<file path="config.mk">
export PLATFORM = sky130hd
export DESIGN_NAME = quad_x_motor_mixer_unit
export DESIGN_NICKNAME = d
export VERILOG_FILES = /design/src/rtl/core/qxmm_pkg.sv /design/src/rtl/core/quad_x_motor_mixer_unit.sv
export SDC_FILE = /design/constraint.sdc
export NUM_CORES = 2
export LEC_CHECK = 0
export BUFFER_PORTS_ARGS = -buffer_cell sky130_fd_sc_hd__buf_2
export CORE_ASPECT_RATIO = 1.75
export CORE_UTILIZATION = 60
export CTS_BUF_LIST = sky130_fd_sc_hd__clkbuf_4 sky130_fd_sc_hd__clkbuf_8 sky130_fd_sc_hd__clkbuf_16
export CTS_CLUSTER_SIZE = 40
export DETAILED_ROUTE_END_ITERATION = 6
export PLACE_DENSITY = 0.82
export SLEW_MARGIN = 20
export SYNTH_ARGS = -nofsm -noshare
export SYNTH_HDL_FRONTEND = slang
export SYNTH_SLANG_ARGS = --single-unit
export TNS_END_PERCENT = 1
</file>
<file path="constraint.sdc">
create_clock -name i_clk -period 8.6 [get_ports i_clk]
set_clock_uncertainty 0.15 [all_clocks]
set_input_delay 0.86 -clock i_clk [delete_from_list [all_inputs] [get_ports i_clk]]
set_output_delay 0.86 -clock i_clk [all_outputs]
set_load 0.03 [all_outputs]
</file>
<file path="src/rtl/core/qxmm_pkg.sv">
`timescale 1ns / 1ps

package qxmm_pkg;

    // Q2.14 fixed point, 16384 = 1.0
    localparam int FRACTION_BITS = 14;
    localparam int NUM_MOTORS    = 4;

    localparam int CMD_W   = 16;
    localparam int GAIN_W  = 15;
    localparam int LEVEL_W = 15;
    localparam int STAMP_W = 64;
    localparam int ADDR_W  = 4;
    localparam int DATA_W  = 32;

    // product of two CMD_W signed operands
    localparam int PROD_W  = 2 * CMD_W;
    // sum of three products
    localparam int ACC_W   = PROD_W + 2;
    // accumulator after the fraction shift
    localparam int TERM_W  = ACC_W - FRACTION_BITS;
    // throttle plus term, with room for the carry
    localparam int LVL_W   = TERM_W + 1;

    localparam logic [LEVEL_W-1:0] ONE_Q = LEVEL_W'(1 << FRACTION_BITS);

    // register index on paddr[3:2]
    typedef enum logic [1:0] {
        REG_ROLL_GAIN   = 2'd0,
        REG_PITCH_GAIN  = 2'd1,
        REG_YAW_GAIN    = 2'd2,
        REG_YAW_FLIP    = 2'd3
    } t_reg_idx;

    // motor sign masks: bit m set means the term is subtracted for motor m
    localparam logic [NUM_MOTORS-1:0] NEG_ROLL  = 4'b1100;
    localparam logic [NUM_MOTORS-1:0] NEG_PITCH = 4'b0101;
    localparam logic [NUM_MOTORS-1:0] NEG_YAW   = 4'b0110;

    typedef logic signed [ACC_W-1:0]   t_acc;
    typedef logic signed [TERM_W-1:0]  t_term;
    typedef logic [LEVEL_W-1:0]        t_level;

endpackage

</file>
<file path="src/rtl/core/quad_x_motor_mixer_unit.sv">
`timescale 1ns / 1ps

// X-quad motor mixer. One setpoint is taken per cycle (busy stays low) and
// its result appears on the o_ result ports after four register stages, for
// exactly one cycle with o_valid high; there is no backpressure, so the
// receiver must capture every result as it goes by. The stages are range
// check, gain multiply, signed term sum with fraction shift, and throttle add
// with clamp. The user writes gains and the props-out flag over the APB port
// only while no item is in flight; the block itself does not enforce this.
module quad_x_motor_mixer_unit (
    input  logic                           i_clk,
    input  logic                           i_rst_n,

    input  logic                           start,
    output logic                           busy,
    input  logic                           i_setpoint_valid,
    input  logic signed [qxmm_pkg::CMD_W-1:0]   i_roll_cmd,
    input  logic signed [qxmm_pkg::CMD_W-1:0]   i_pitch_cmd,
    input  logic signed [qxmm_pkg::CMD_W-1:0]   i_yaw_cmd,
    input  logic [qxmm_pkg::GAIN_W-1:0]    i_throttle_cmd,
    input  logic [qxmm_pkg::STAMP_W-1:0]   i_stamp_in,

    output logic                           o_valid,
    output logic                           o_mix_ok,
    output logic [qxmm_pkg::LEVEL_W-1:0]   o_motor_zero_level,
    output logic [qxmm_pkg::LEVEL_W-1:0]   o_motor_one_level,
    output logic [qxmm_pkg::LEVEL_W-1:0]   o_motor_two_level,
    output logic [qxmm_pkg::LEVEL_W-1:0]   o_motor_three_level,
    output logic [qxmm_pkg::STAMP_W-1:0]   o_stamp_out,

    input  logic                           psel,
    input  logic                           penable,
    input  logic                           pwrite,
    input  logic [qxmm_pkg::ADDR_W-1:0]    paddr,
    input  logic [qxmm_pkg::DATA_W-1:0]    pwdata,
    output logic [qxmm_pkg::DATA_W-1:0]    prdata,
    output logic                           pready
);
    import qxmm_pkg::*;

    // configuration
    logic [GAIN_W-1:0] r_roll_gain;
    logic [GAIN_W-1:0] r_pitch_gain;
    logic [GAIN_W-1:0] r_yaw_gain;
    logic              r_yaw_flip;

    logic     cfg_wr;
    t_reg_idx cfg_idx;

    assign pready  = 1'b1;
    assign busy    = 1'b0;
    assign cfg_wr  = psel && penable && pwrite;
    assign cfg_idx = t_reg_idx'(paddr[3:2]);

    always_ff @(posedge i_clk) begin
        if (!i_rst_n) begin
            r_roll_gain  <= '0;
            r_pitch_gain <= '0;
            r_yaw_gain   <= '0;
            r_yaw_flip   <= 1'b0;
        end else if (cfg_wr) begin
            unique case (cfg_idx)
                REG_ROLL_GAIN:  r_roll_gain  <= pwdata[GAIN_W-1:0];
                REG_PITCH_GAIN: r_pitch_gain <= pwdata[GAIN_W-1:0];
                REG_YAW_GAIN:   r_yaw_gain   <= pwdata[GAIN_W-1:0];
                REG_YAW_FLIP:   r_yaw_flip   <= pwdata[0];
                default:        ;
            endcase
        end
    end

    always_comb begin
        unique case (cfg_idx)
            REG_ROLL_GAIN:  prdata = DATA_W'(r_roll_gain);
            REG_PITCH_GAIN: prdata = DATA_W'(r_pitch_gain);
            REG_YAW_GAIN:   prdata = DATA_W'(r_yaw_gain);
            REG_YAW_FLIP:   prdata = DATA_W'(r_yaw_flip);
            default:        prdata = '0;
        endcase
    end

    // stage 1: range check, capture operands
    localparam logic signed [CMD_W-1:0] CMD_MAX = CMD_W'(signed'({1'b0, ONE_Q}));
    localparam logic signed [CMD_W-1:0] CMD_MIN = -CMD_MAX;

    logic in_acc;
    logic n_ok;
    logic signed [CMD_W-1:0] n_gy;

    assign in_acc = start && !busy;

    always_comb begin
        n_ok = (r_roll_gain <= ONE_Q) && (r_pitch_gain <= ONE_Q) &&
               (r_yaw_gain <= ONE_Q) && i_setpoint_valid &&
               (i_roll_cmd  >= CMD_MIN) && (i_roll_cmd  <= CMD_MAX) &&
               (i_pitch_cmd >= CMD_MIN) && (i_pitch_cmd <= CMD_MAX) &&
               (i_yaw_cmd   >= CMD_MIN) && (i_yaw_cmd   <= CMD_MAX) &&
               (i_throttle_cmd <= ONE_Q);
        // props out flips every yaw term
        n_gy = r_yaw_flip ? -signed'({1'b0, r_yaw_gain}) : signed'({1'b0, r_yaw_gain});
    end

    logic                    r_v1;
    logic                    r_s1_ok;
    logic                    r_s1_run;
    logic signed [CMD_W-1:0] r_s1_roll, r_s1_pitch, r_s1_yaw;
    logic signed [CMD_W-1:0] r_s1_gr, r_s1_gp, r_s1_gy;
    logic [GAIN_W-1:0]       r_s1_thr;
    logic [STAMP_W-1:0]      r_s1_stamp;

    always_ff @(posedge i_clk) begin
        if (!i_rst_n) begin
            r_v1 <= 1'b0;
        end else begin
            r_v1 <= in_acc;
        end
    end

    always_ff @(posedge i_clk) begin
        r_s1_ok    <= n_ok;
        r_s1_run   <= n_ok && (i_throttle_cmd != '0);
        r_s1_roll  <= i_roll_cmd;
        r_s1_pitch <= i_pitch_cmd;
        r_s1_yaw   <= i_yaw_cmd;
        r_s1_gr    <= signed'({1'b0, r_roll_gain});
        r_s1_gp    <= signed'({1'b0, r_pitch_gain});
        r_s1_gy    <= n_gy;
        r_s1_thr   <= i_throttle_cmd;
        r_s1_stamp <= i_stamp_in;
    end

    // stage 2: weight each axis
    logic                     r_v2;
    logic                     r_s2_ok;
    logic                     r_s2_run;
    logic signed [PROD_W-1:0] r_s2_pr, r_s2_pp, r_s2_py;
    logic [GAIN_W-1:0]        r_s2_thr;
    logic [STAMP_W-1:0]       r_s2_stamp;

    always_ff @(posedge i_clk) begin
        if (!i_rst_n) begin
            r_v2 <= 1'b0;
        end else begin
            r_v2 <= r_v1;
        end
    end

    always_ff @(posedge i_clk) begin
        r_s2_ok    <= r_s1_ok;
        r_s2_run   <= r_s1_run;
        r_s2_pr    <= r_s1_roll  * r_s1_gr;
        r_s2_pp    <= r_s1_pitch * r_s1_gp;
        r_s2_py    <= r_s1_yaw   * r_s1_gy;
        r_s2_thr   <= r_s1_thr;
        r_s2_stamp <= r_s1_stamp;
    end

    // stage 3: signed sum per motor, floor shift
    t_acc  pr_x, pp_x, py_x;
    t_acc  acc [NUM_MOTORS];
    t_term n_term [NUM_MOTORS];

    always_comb begin
        pr_x = ACC_W'(r_s2_pr);
        pp_x = ACC_W'(r_s2_pp);
        py_x = ACC_W'(r_s2_py);
        for (int m = 0; m < NUM_MOTORS; m++) begin
            acc[m] = (NEG_ROLL[m]  ? -pr_x : pr_x) +
                     (NEG_PITCH[m] ? -pp_x : pp_x) +
                     (NEG_YAW[m]   ? -py_x : py_x);
            n_term[m] = TERM_W'(acc[m] >>> FRACTION_BITS);
        end
    end

    logic               r_v3;
    logic               r_s3_ok;
    logic               r_s3_run;
    t_term              r_s3_term [NUM_MOTORS];
    logic [GAIN_W-1:0]  r_s3_thr;
    logic [STAMP_W-1:0] r_s3_stamp;

    always_ff @(posedge i_clk) begin
        if (!i_rst_n) begin
            r_v3 <= 1'b0;
        end else begin
            r_v3 <= r_v2;
        end
    end

    always_ff @(posedge i_clk) begin
        r_s3_ok    <= r_s2_ok;
        r_s3_run   <= r_s2_run;
        r_s3_term  <= n_term;
        r_s3_thr   <= r_s2_thr;
        r_s3_stamp <= r_s2_stamp;
    end

    // stage 4: add throttle, clamp to [0, 1.0]; zero if the check failed or throttle is zero
    logic signed [LVL_W-1:0] lvl [NUM_MOTORS];
    t_level                  n_level [NUM_MOTORS];

    always_comb begin
        for (int m = 0; m < NUM_MOTORS; m++) begin
            lvl[m] = signed'(LVL_W'(r_s3_thr)) + LVL_W'(r_s3_term[m]);
            if (!r_s3_run || lvl[m] < 0) begin
                n_level[m] = '0;
            end else if (lvl[m] > signed'(LVL_W'(ONE_Q))) begin
                n_level[m] = ONE_Q;
            end else begin
                n_level[m] = lvl[m][LEVEL_W-1:0];
            end
        end
    end

    logic               r_o_valid;
    logic               r_o_ok;
    t_level             r_o_level [NUM_MOTORS];
    logic [STAMP_W-1:0] r_o_stamp;

    always_ff @(posedge i_clk) begin
        if (!i_rst_n) begin
            r_o_valid <= 1'b0;
        end else begin
            r_o_valid <= r_v3;
        end
    end

    always_ff @(posedge i_clk) begin
        r_o_ok    <= r_s3_ok;
        r_o_level <= n_level;
        r_o_stamp <= r_s3_ok ? r_s3_stamp : '0;
    end

    assign o_valid             = r_o_valid;
    assign o_mix_ok            = r_o_ok;
    assign o_motor_zero_level  = r_o_level[0];
    assign o_motor_one_level   = r_o_level[1];
    assign o_motor_two_level   = r_o_level[2];
    assign o_motor_three_level = r_o_level[3];
    assign o_stamp_out         = r_o_stamp;

endmodule
</file>
-- Word-level counts from Yosys, hierarchy flattened
Index checks and enable logic that the tools add are counted.
- output and inout port bits: 160
- word-level logic and storage cells: 118
- memories: 0
- latch bits: 0
- memory bits (writable): 0
- ROM bits: 0
- register bits after elaboration: 688
- input bits: 170
- div/mod/pow operators: 0
- $lt $le $gt $ge: 18
- add/sub/neg operators: 16
- equal/unequal tests: 3
- shift operators: 0
- multiplexer cells: 6
- $mul: 3
- bitwise logic cells: 0
- reduce and logical (&&, ||, !) cells: 28
- operators by type and width (kind ; count):
    32-bit one-hot mux with 4 select lines ; 1
    34-bit by 32-bit adder with 34-bit output ; 3
    32-bit negator with 34-bit output ; 3
    16-bit by 16-bit multiplier with 32-bit output ; 3
    16-bit by 20-bit adder with 21-bit output ; 4
    21-bit by 16-bit > comparator with 1-bit output, second input constant ; 4
    21-bit by 1-bit < comparator with 1-bit output, second input constant ; 4
    15-bit 2-to-1 mux ; 5
    34-bit adder ; 2
    15-bit less-or-equal comparator, second input constant ; 4
    16-bit by 15-bit greater-or-equal comparator with 1-bit output, second input constant ; 3
    16-bit less-or-equal comparator, second input constant ; 3
    32-bit by 34-bit adder with 34-bit output ; 1
    33-bit by 34-bit adder with 34-bit output ; 1
    32-bit by 32-bit adder with 33-bit output ; 1
    15-bit negator with 16-bit output ; 1
    15-bit nonzero test ; 1
    1-bit logical AND ; 13
    2-bit AND reduction ; 4
    2-bit OR reduction ; 4
    2-bit equality test, second input constant ; 2
    1-bit logical OR ; 4
    2-bit by 1-bit equality test with 1-bit output, second input constant ; 1
    2-bit zero test ; 1
    1-bit zero test ; 1

-- Logic depth before layout (Yosys ltp)
- word-level depth: 12
- gate-level depth with buffers: 26
- gate-level depth less buffers: 25

-- Least setup slack after synthesis
No wires, ideal clock.
- kind: register to register
- start: register r_s1_gy[1]
- end: register r_s2_py[31]
- arrival time: 5902 ps
- buffers on the path: 2
- setup time: 78 ps
- clock period less this slack: 6130 ps
- cell stages (with the launch flop): 24
- path slack: 2470 ps
- required time: 8372 ps
- cell sequence: dfxtp_1 > clkbuf_1 > nand2_1 > inv_1 > fa_1 > fa_1 > fa_1 > fa_1 > fa_1 > inv_1 > fa_1 > inv_1 > ha_1 > clkbuf_1 > nand3_1 > nand3b_1 > a21o_1 > a21o_1 > a21oi_1 > o21bai_1 > a221oi_1 > o21ai_1 > and4_1 > nor3_1
- longest elaborated chain between the ends: 1
- RTL lines (element ; RTL line ; source):
    from (decl) ; quad_x_motor_mixer_unit.sv:107 ; logic signed [CMD_W-1:0] r_s1_gr, r_s1_gp, r_s1_gy;
    from (signal assigned) ; quad_x_motor_mixer_unit.sv:127 ; r_s1_gy <= n_gy;
    16-bit by 16-bit multiplier with 32-bit output ; quad_x_motor_mixer_unit.sv:153 ; r_s2_py <= r_s1_yaw * r_s1_gy;
    to (signal assigned) ; quad_x_motor_mixer_unit.sv:153 ;
    to (decl) ; quad_x_motor_mixer_unit.sv:136 ; logic signed [PROD_W-1:0] r_s2_pr, r_s2_pp, r_s2_py;
No other way between the ends.
A chain may end at the register's enable or synchronous reset.

-- Final worst setup path
- start: register r_s1_gp[1]
- end: register r_s2_pp[30]
- longest elaborated chain between the ends: 1
- RTL lines (element ; RTL line ; source):
    from (decl) ; quad_x_motor_mixer_unit.sv:107 ;
    from (signal assigned) ; quad_x_motor_mixer_unit.sv:126 ; r_s1_gp <= signed'({1'b0, r_pitch_gain});
    16-bit by 16-bit multiplier with 32-bit output ; quad_x_motor_mixer_unit.sv:152 ; r_s2_pp <= r_s1_pitch * r_s1_gp;
    to (signal assigned) ; quad_x_motor_mixer_unit.sv:152 ;
    to (decl) ; quad_x_motor_mixer_unit.sv:136 ;
No other way between the ends.

==> run metrics <==
CP Data Arrival Time roughly 7.5 ns; Final Cycle Share 0.8195; NetSw 0.005334 W; final hold slack 0.1128 ns; Post-Syn Instances 6074; final core utilization 0.6555; Top Family by Delay on Critical Path adder cells; FMAX 0.1419 GHz; metal2 WL between 70000 and 80000 µm; Top cell by count, worst path fa_1; Hold EP r_s1_stamp[51]; Worst setup EP type flip-flop; DRT met1 WL approximately 50000 µm; clk slew on worst S/H paths 0.07 ns; final hold violation count 0; Synth area leaders fa_1, dfxtp_1, ha_1; number of antenna-violating nets in the routed design 0; routed vias/inst 5.489; TritonCTS clock tree done; initial antenna violation count 1; Clock Tree Buf Depth 3; top layer in use met4; reg2reg end r_s2_pp[30]; CP max FO 16; global-route wire length before repair 236000 µm; Post-synth EDFFs 0; met3 WL 8368 µm; Post-Synthesis Cell Area roughly 58000 µm²; drt first pass iters 7; setup violators final 0; Slowest Stage Delay on Critical Path 0.97 ns; hpwl dp 121200 µm; Placer Congestion 0.9964; Seq pwr share 0.298; Slowest cell on crit path fa_1; Std-Cell Rows 150; Worst Path Required 9.03 ns; Clock power frac 0.218; aggregate global routing overflow 0; placeable core area 95900 µm²; DIE AREA 98320 µm²; critical path, cell by cell nand2_1 > inv_1 > fa_1 > fa_1 > fa_1 > fa_1 > fa_1 > inv_1 > fa_1 > inv_1 > ha_1 > inv_1 > nor2_1 > and4_1 > nand2_1 > o211ai_1 > a31oi_1 > o2111ai_1 > a21oi_1 > xnor2_1; P_int 0.007649 W; R2R Setup Slk 1.55 ns; largest net degree at the start of global routing 66; CP bufs+invs 4; vias in the first global route 45900; DRT iter0 DRCs ~2200; Min-Delay Path Class in2reg; Synth async-reset ratio 0; Final nets 7794; Antenna Cells 0; Reg2Reg Depth 20; VDD IR max 0.0001701 V; Port Buf Inserts 291; DIE WIDTH 237.5 µm; chip height 414.0 µm; failing checks DRC; Leak 31.86 nW; Cell Count, Final, Fillers Out 7637; later-pin clock latency in the skew report 0.70 ns; Worst Hold Path Cells 1; post-synth top area share 0.3047; Ys Warns 0; min cycle time layout around 7.0 ns; wire per inst approximately 19 µm; # IOs 330; Num Clock Sinks 688; sequential share of the synthesized area 0.2366; Switching Share 0.4109; Post-CTS Hold Fix Bufs 0; hold path startpoint i_stamp_in[51]; pwr dens 206.5 nW/µm²; GRT Resource Usage Total 0.3085; CTS Root Cell clkbuf_16; final wirelength 147100 µm; status complete, but fails checks; Worst R2R Start r_s1_gp[1]; number of distinct library cells after synthesis 96; setup total negative slack 0 ns; worst slew pin tran 1.116 ns; #FFs+latches synth between 600 and 700; Final Max Tran Viols 0; Crit Path Category reg2reg; Area growth, synth to finish 7.992%; RSZ-0062 raised after global routing no; Post-Place Cells 7528; Post-Syn Area per Cell around 9.6 µm²; Top FF cell, synth dfxtp_1; CTS H-tree depth 2; via count between 40000 and 50000; drc violations 1; # resized after CTS 0; total CTS buffers 60; Comb pwr share 0.484; Startpoint Class flip-flop; cell taking the most area after synthesis fa_1; Starting Density 0.6070; Max-slew headroom 0.2459; Post-CTS Setup Bufs 0; layout cells sized above 1 0.07423; max-cap violations 0
## kinds of logic after synthesis
| family | synth area share |
|---|---|
| muxes | 0.003503 |
| and+or+nand+nor | 0.1437 |
| other | 0.0001290 |
| adders and majority gates | 0.3993 |
| DFF | 0.2366 |
| AOI/OAI and AO/OA | 0.07751 |
| xor gates and xnor gates | 0.04630 |
| buffers and inverters | 0.09301 |
## power groups by stage
stage          registers (W)  clock network, W  logic [W]
2_1_floorplan        0.00379                 0    0.00472
3_3_place_gp         0.00392                 0    0.00604
3_5_place_dp         0.00393                 0    0.00619
4_1_cts              0.00386           0.00287    0.00623
5_1_grt              0.00390           0.00300    0.00701
6_report             0.00387           0.00283    0.00629
## Yosys cell counts, drive strengths merged (7+ instances only)
master	number
nor3	76
nor2b	35
o21ai	124
nor4b	8
nand2b	31
or3	27
nand2	603
a21oi	182
mux2i	17
nand3b	8
and3	25
dfxtp	688
nor2	166
nor4	56
o2111ai	7
o21a	28
inv	1265
a311oi	8
clkbuf	132
nand4	32
a31oi	29
nor3b	19
a41oi	7
a21boi	53
fa	886
or4	13
ha	440
and2	444
buf	24
o31ai	22
xor2	70
a21o	80
nand3	58
xnor2	236
o211ai	17
o21bai	34
a211oi	17
or2	15
## state kept, by name (all words and copies together) (netlist names), 16 cells and up
register,cells
r_s1_pitch,16
r_s2_py,32
o_stamp_out,64
r_s2_pr,32
r_s1_stamp,64
r_s3_stamp,64
r_s1_gy,16
r_s1_yaw,16
r_s2_stamp,64
r_s1_roll,16
r_s3_term,80
r_s2_pp,32
## worst max-delay path by stage
stage,from,end,slack [ns],cells past startpoint
after floorplan,r_s1_gy[1],r_s2_py[31],2.47,23
after global placement,r_s1_pitch[10],r_s2_pp[31],1.77,19
after detailed placement,r_s1_gp[1],r_s2_pp[31],1.63,19
after CTS,r_s1_gp[1],r_s2_pp[31],1.62,19
after global routing,r_s1_yaw[12],r_s2_py[31],1.30,20
final,r_s1_gp[1],r_s2_pp[30],1.55,20
## worst register-to-register path: stages (launching register included)
cell	delay, ns
dfxtp_1	0.79
nand2_1	0.24
inv_1	0.17
fa_1	0.56
fa_1	0.97
fa_1	0.55
fa_1	0.49
fa_1	0.52
inv_1	0.05
fa_1	0.48
inv_1	0.04
ha_1	0.33
inv_1	0.11
nor2_1	0.07
and4_1	0.20
nand2_1	0.08
o211ai_1	0.08
a31oi_1	0.43
o2111ai_1	0.24
a21oi_1	0.21
xnor2_1	0.20
## per-layer routing
layer	vias up	GRT usage
met4	0	0.2232
met5	-	0
met3	561	0.04493
li1	19250	-
met1	20550	0.3113
met2	1562	0.5717
## layout by cell type, fill, tap and decap left out, types with 8 or more instances in the layout
master and instances:
o21ai_1 26, dfxtp_1 687, clkbuf_16 60, o31ai_1 21
clkinv_2 12, mux2i_1 17, buf_4 10, conb_1 19
buf_2 291, nor3_1 70, nor4_1 52, xnor2_1 234
a31oi_1 28, o21ai_0 98, nand2b_1 31, xor2_1 70
nand3_1 57, nor2_1 166, a21oi_1 178, ha_1 440
o211ai_1 17, nand2_1 602, a211oi_1 17, nand4_1 32
nor2b_1 35, and2_1 444, or2_2 13, a21boi_0 50
fa_1 886, inv_1 1263, a21o_1 80, or4_1 9
nand3b_1 8, o21a_1 28, and3_1 24, or3_1 27
o21bai_1 34, nor3b_1 19
## metrics by stage
| stage | power, W | worst slack, ns | instance area [µm²] |
|---|---|---|---|
| finish | 0.01298 | 1.553 | 62860 |
| global route | 0.01390 | 1.300 | 62860 |
| CTS | 0.01297 | 1.616 | 62860 |
| detailed placement | 0.01012 | 1.625 | 60760 |
| global placement | 0.009959 | 1.771 | 60760 |
| floorplan | 0.008511 | 2.470 | 58270 |
## area by class of cell
class | instances | area, µm²
clock inverters | 36 | 455.4
clock buffers | 73 | 1637
inverters | 1265 | 4748
multi-input cells | 3982 | 39100
fillers | 7391 | 33040
well taps | 1292 | 1617
repair buffers | 301 | 1531
flip-flops and latches | 688 | 13770
(Power assumes the default switching activity.)
